--- src/prc_pkg.sv ---
// Shared types and constants for the priority rule packet classifier.
`default_nettype none
package prc_pkg;

	localparam int unsigned DEF_RULE_SLOTS      = 64;
	localparam int unsigned DEF_PRIORITY_LEVELS = 10;
	localparam int unsigned ID_W                = 16;
	localparam int unsigned IP_W                = 32;
	localparam int unsigned LEN_W               = 6;
	localparam int unsigned PORT_W              = 16;
	localparam int unsigned PRIO_W              = 4;

	typedef enum logic [1:0] {
		OP_CLASSIFY = 2'd0,
		OP_ADD_PASS = 2'd1,
		OP_ADD_BLOCK = 2'd2,
		OP_DEACT    = 2'd3
	} opcode_t;

	typedef enum logic [1:0] {
		ST_OK        = 2'd0,
		ST_BAD_PRIO  = 2'd1,
		ST_FULL      = 2'd2,
		ST_NOT_FOUND = 2'd3
	} status_t;

	typedef enum logic [1:0] {
		SM_CLASSIFY = 2'd0,
		SM_FIND     = 2'd1,
		SM_CLEAR    = 2'd2
	} scan_mode_t;

	typedef struct packed {
		logic [ID_W-1:0]   id;
		logic [1:0]        protocol;
		logic [IP_W-1:0]   src_ip;
		logic [LEN_W-1:0]  src_len;
		logic [IP_W-1:0]   dst_ip;
		logic [LEN_W-1:0]  dst_len;
		logic [PORT_W-1:0] src_lo;
		logic [PORT_W-1:0] src_hi;
		logic [PORT_W-1:0] dst_lo;
		logic [PORT_W-1:0] dst_hi;
		logic [PRIO_W-1:0] prio;
		logic              action;
	} rule_t;

	typedef struct packed {
		logic       accept;
		logic       add_commit;
		logic       scan_start;
		scan_mode_t scan_mode;
		logic       result_load;
	} prc_cmd_t;

	typedef struct packed {
		opcode_t op;
		logic    scan_busy;
		logic    found;
		logic    out_full;
	} prc_stat_t;

	// Saturate a prefix length to the address width.
	function automatic logic [LEN_W-1:0] sat_len(input logic [LEN_W-1:0] len);
		sat_len = (len > LEN_W'(IP_W)) ? LEN_W'(IP_W) : len;
	endfunction

	function automatic logic prefix_hit(input logic [IP_W-1:0] pfx,
			input logic [LEN_W-1:0] len, input logic [IP_W-1:0] addr);
		logic [IP_W-1:0] mask;
		mask = ~({IP_W{1'b1}} >> len);
		prefix_hit = ((addr ^ pfx) & mask) == '0;
	endfunction

endpackage
`default_nettype wire

--- src/prc_ctrl.sv ---
// Sequencer for accept, add, classify scan and two-pass deactivate.
`default_nettype none
module prc_ctrl (
	input  wire logic              clk,
	input  wire logic              arst_n,
	input  wire logic              in_valid,
	output logic                   in_stall,
	input  wire prc_pkg::prc_stat_t st,
	output prc_pkg::prc_cmd_t      cmd
);
	typedef enum logic [5:0] {
		S_IDLE  = 6'b000001,
		S_EXEC  = 6'b000010,
		S_CSCAN = 6'b000100,
		S_DFIND = 6'b001000,
		S_DCLR  = 6'b010000,
		S_DONE  = 6'b100000
	} state_t;

	state_t state_q, state_d;

	assign in_stall = (state_q != S_IDLE);

	always_comb begin
		state_d = state_q;
		cmd = '0;
		cmd.scan_mode = prc_pkg::SM_CLASSIFY;
		case (state_q)
			S_IDLE: begin
				if (in_valid) begin
					cmd.accept = 1'b1;
					state_d = S_EXEC;
				end
			end
			S_EXEC: begin
				case (st.op)
					prc_pkg::OP_CLASSIFY: begin
						cmd.scan_start = 1'b1;
						state_d = S_CSCAN;
					end
					prc_pkg::OP_DEACT: begin
						cmd.scan_start = 1'b1;
						cmd.scan_mode = prc_pkg::SM_FIND;
						state_d = S_DFIND;
					end
					default: begin
						cmd.add_commit = 1'b1;
						state_d = S_DONE;
					end
				endcase
			end
			S_CSCAN: begin
				if (!st.scan_busy)
					state_d = S_DONE;
			end
			S_DFIND: begin
				if (!st.scan_busy) begin
					if (st.found) begin
						cmd.scan_start = 1'b1;
						cmd.scan_mode = prc_pkg::SM_CLEAR;
						state_d = S_DCLR;
					end else begin
						state_d = S_DONE;
					end
				end
			end
			S_DCLR: begin
				if (!st.scan_busy)
					state_d = S_DONE;
			end
			S_DONE: begin
				// hold until the output register is free
				if (!st.out_full) begin
					cmd.result_load = 1'b1;
					state_d = S_IDLE;
				end
			end
			default: state_d = S_IDLE;
		endcase
	end

	always_ff @(posedge clk or negedge arst_n) begin
		if (!arst_n)
			state_q <= S_IDLE;
		else
			state_q <= state_d;
	end
endmodule
`default_nettype wire

--- config.mk ---
export PLATFORM = sky130hd
export DESIGN_NAME = prc_ctrl
export DESIGN_NICKNAME = d
export VERILOG_FILES = /design/src/prc_pkg.sv /design/src/prc_ctrl.sv
export SDC_FILE = /design/constraint.sdc
export NUM_CORES = 1
export LEC_CHECK = 0
export ABC_AREA = 1
export BUFFER_PORTS_ARGS = -buffer_cell sky130_fd_sc_hd__buf_4
export CAP_MARGIN = 20
export CORE_AREA = 10 10 47 49
export DETAILED_ROUTE_END_ITERATION = 6
export DIE_AREA = 0 0 57 59
export MAX_ROUTING_LAYER = met4
export SLEW_MARGIN = 25
export SYNTH_ARGS = -nofsm -noshare
export SYNTH_HDL_FRONTEND = slang
export SYNTH_SLANG_ARGS = --single-unit
export TNS_END_PERCENT = 10
--- constraint.sdc ---
create_clock -name clk -period 1.52 [get_ports clk]
set_clock_uncertainty 0.05 [all_clocks]
set_input_delay 0.228 -clock clk [delete_from_list [all_inputs] [get_ports clk]]
set_output_delay 0.228 -clock clk [all_outputs]
set_load 0.005 [all_outputs]
==> impl_metrics.py <==
metrics = {
    "synthesis": {
        "synthAdderAreaFrac_pct": 7.30,
        "seq_area_frac_synth_pct": 29.4,
        "synth.largest_area_cell": "dfrtp_1",
        "synth_area_leaders": "dfrtp_1 24%, inv_1 12%, nand2_1 11%",
        "synth.distinct_cells": 15,
        "synth_mux_area_share_pct": 0,
        "synth_top_family_by_area": "simple AND/OR/NAND/NOR gates",
        "netlist.area_leader.share_pct": 24.3,
        "postSynthAreaPerCell_um2": 6.86,
        "synth_xor_area_share_pct": 0,
        "ys_ff_latch": 6,
        "syn_area_um2": 514,
        "synth_nets": 86,
        "syn-instance-count": 75,
        "synthSimpleGateAreaFrac_pct": 47.9,
        "synth-compound-area-share_pct": 2.92,
        "yosys_warnings": 0,
    },
    "sta": {
        "hold_ws_ps": 233,
        "finalHoldViolCount": 0,
        "rsz0062_at_grt": "yes",
        "setup_tns_ps": -284,
        "setup_ws_ps": -113,
        "fin_crit_ps": 1630,
        "slew_violations": 0,
        "max_slew_margin_pct": 86.4,
        "setup_violations": 5,
        "worst_pin_slew_ps": 203,
        "max_freq_mhz": 612,
        "period_share_pct": 107,
    },
    "setup_path": {
        "r2r_cells": 9,
        "crit-reg2reg-launch": "state_q[5]$_DFFE_PN0P_",
        "required_ps": 1240,
        "criticalPathCategory": "flip-flop to output port",
        "cp_slowest_cell": "dfrtp_1",
        "cp_cell_sequence": "nor2_4 > nand2_2 > nor2_4 > inv_2 > o21ai_2 > buf_4",
        "crit_top_cell": "nor2_4",
        "r2r_slack_ps": 130,
        "crit_path_start_kind": "flip-flop",
        "worstPathArrival_ps": 1350,
        "worstPathMaxFanout": 4,
        "r2r_end": "state_q[4]$_DFFE_PN0P_",
        "max_stage_delay_ps": 420,
        "worstSetupEndpointType": "output port",
    },
    "global_routing": {
        "grt_overflow": 0,
        "track_usage_pct": 10.3,
        "antenna_found_initial": 0,
        "grt_pass1_wl_um": 2610,
        "grt_pass1_vias": 620,
        "grt_max_degree": 7,
    },
    "layout": {
        "fin_area_um2": 821,
        "fillers": 136,
        "syn2layout_area_growth_pct": 59.6,
        "layout.nets": 119,
        "final_common_cell": "buf_4",
        "largest_register_ffs": 6,
        "final_util_pct": 58.6,
        "stdcell_count": 123,
        "mostFrequentLayoutCells": "27 x buf_4, 13 x inv_1, 13 x nand2_1",
        "top_regs": "state_q: 6 flops",
        "layout-drive-gt1-share_pct": 54.2,
        "regArea_um2": 153,
        "multi_input_area_um2": 345,
        "num_antenna_cells": 0,
        "max_flop_register": "state_q",
    },
    "worst_hold_path": {
        "whs_path_depth": 3,
        "worstHoldStart": "st[0]",
        "hp-class": "input pin to flip-flop",
        "min_to": "state_q[5]$_DFFE_PN0P_",
    },
    "cts": {
        "cts_sinks": 6,
        "cts_buffer_depth": 2,
        "cts_inserted_buffers": 3,
        "insertion_delay_ps": 260,
        "path_clk_slew_ps": 50,
        "root_buffer": "clkbuf_4",
        "htree_levels": 1,
        "cts_tree": "yes",
    },
    "die": {
        "die_w_um": 57,
        "rows": 14,
        "core_um2": 1400,
        "start_util_pct": 36.7,
        "dieArea_um2": 3360,
        "io-pin-count": 15,
        "chipHeight_um": 59,
    },
    "power_and_ir_drop": {
        "powerDensity_nw_per_um2": 1380,
        "vdd_drop_max_uv": 618,
        "p_total_mw": 1.13,
        "p_leak_nw": 0.480,
    },
    "outcome": {
        "failed_checks": "setup timing",
        "status": "complete, but fails checks",
    },
    "detailed_routing": {
        "wl_per_cell_um": 12.9,
        "drc": 0,
        "via_count": 569,
        "ant_nets": 0,
        "viasPerCell": 4.63,
        "drtIter0Drc": 13,
        "drt_wl_total_um": 1580,
        "dr.pass1.iters": 3,
    },
    "placement": {
        "post-place-ws_ps": 64.4,
        "dpl.hpwl_um": 1090,
        "port_buffers": 14,
        "dpl.cell_count": 108,
        "place_area_um2": 662,
        "gp_congestion": 0.837,
    },
    "flow_run": {
        "drv_cap": 0,
    },
}
-- worst max-delay path, delay by kind of cell, from the launching register on --
| kind | cells | cell delay, ps |
|---|---|---|
| buffers and inverters | 2 | 190 |
| AO/OA/AOI/OAI | 1 | 120 |
| AND/OR/NAND/NOR | 3 | 370 |
| flip-flops | 1 | 420 |
-- cell usage after synthesis --
library cell / instances
o21ai_1: 1
nor2_2: 3
inv_1: 16
nand2_2: 4
nand3_1: 4
nor2_4: 2
dfstp_2: 1
dfrtp_1: 5
inv_2: 1
ha_1: 3
nand4_1: 2
o21ai_0: 2
nor2_1: 11
nand2_1: 15
nand3_2: 5
-- timing repair --
item | in CTS | in global routing
resized for setup | 9 | 7
hold endpoints to repair | 6 | 0
cloned | 0 | 0
pin swaps | 6 | 4
setup endpoints to repair | 6 | 7
hold buffers | 1 | 0
buffers inserted | 8 | 2
-- per-layer routing --
layer  global-route usage [%]  wire (µm)  up-vias
met2                     19.5        888       13
met3                     3.65         82        4
met4                     7.05         39        0
met5                        -          0        -
li1                         -          -      289
met1                     8.00        573      263
-- power breakdown --
part | switching, mW | internal [mW]
combinational | 0.383 | 0.315
clock | 0.0647 | 0.0999
sequential | 0.0538 | 0.214
-- logic make-up after synthesis --
kind of cell / after synthesis
flops: 6
simple gates: 46
compound gates: 3
fa+ha+maj: 3
buf+inv: 17
-- worst max-delay path by stage --
| stage | end | from | cells after the start |
|---|---|---|---|
| finish | cmd[3] | state_q[5]$_DFFE_PN0P_ | 6 |
| global route | cmd[3] | state_q[5]$_DFFE_PN0P_ | 6 |
| CTS | cmd[3] | state_q[3]$_DFFE_PN0P_ | 7 |
| detailed placement | cmd[3] | state_q[2]$_DFFE_PN0P_ | 6 |
| global placement | cmd[3] | state_q[2]$_DFFE_PN0P_ | 6 |
| floorplan | cmd[3] | state_q[5]$_DFFE_PN0P_ | 5 |
-- final cells by class --
type	count	share of cell area, %
multi-input cells	52	42.1
repair buffers	28	25.9
flip-flops and latches	6	18.6
inverters	17	7.77
clock buffers	4	3.20
well taps	16	2.44
Power figures use the tool's default switching activity.
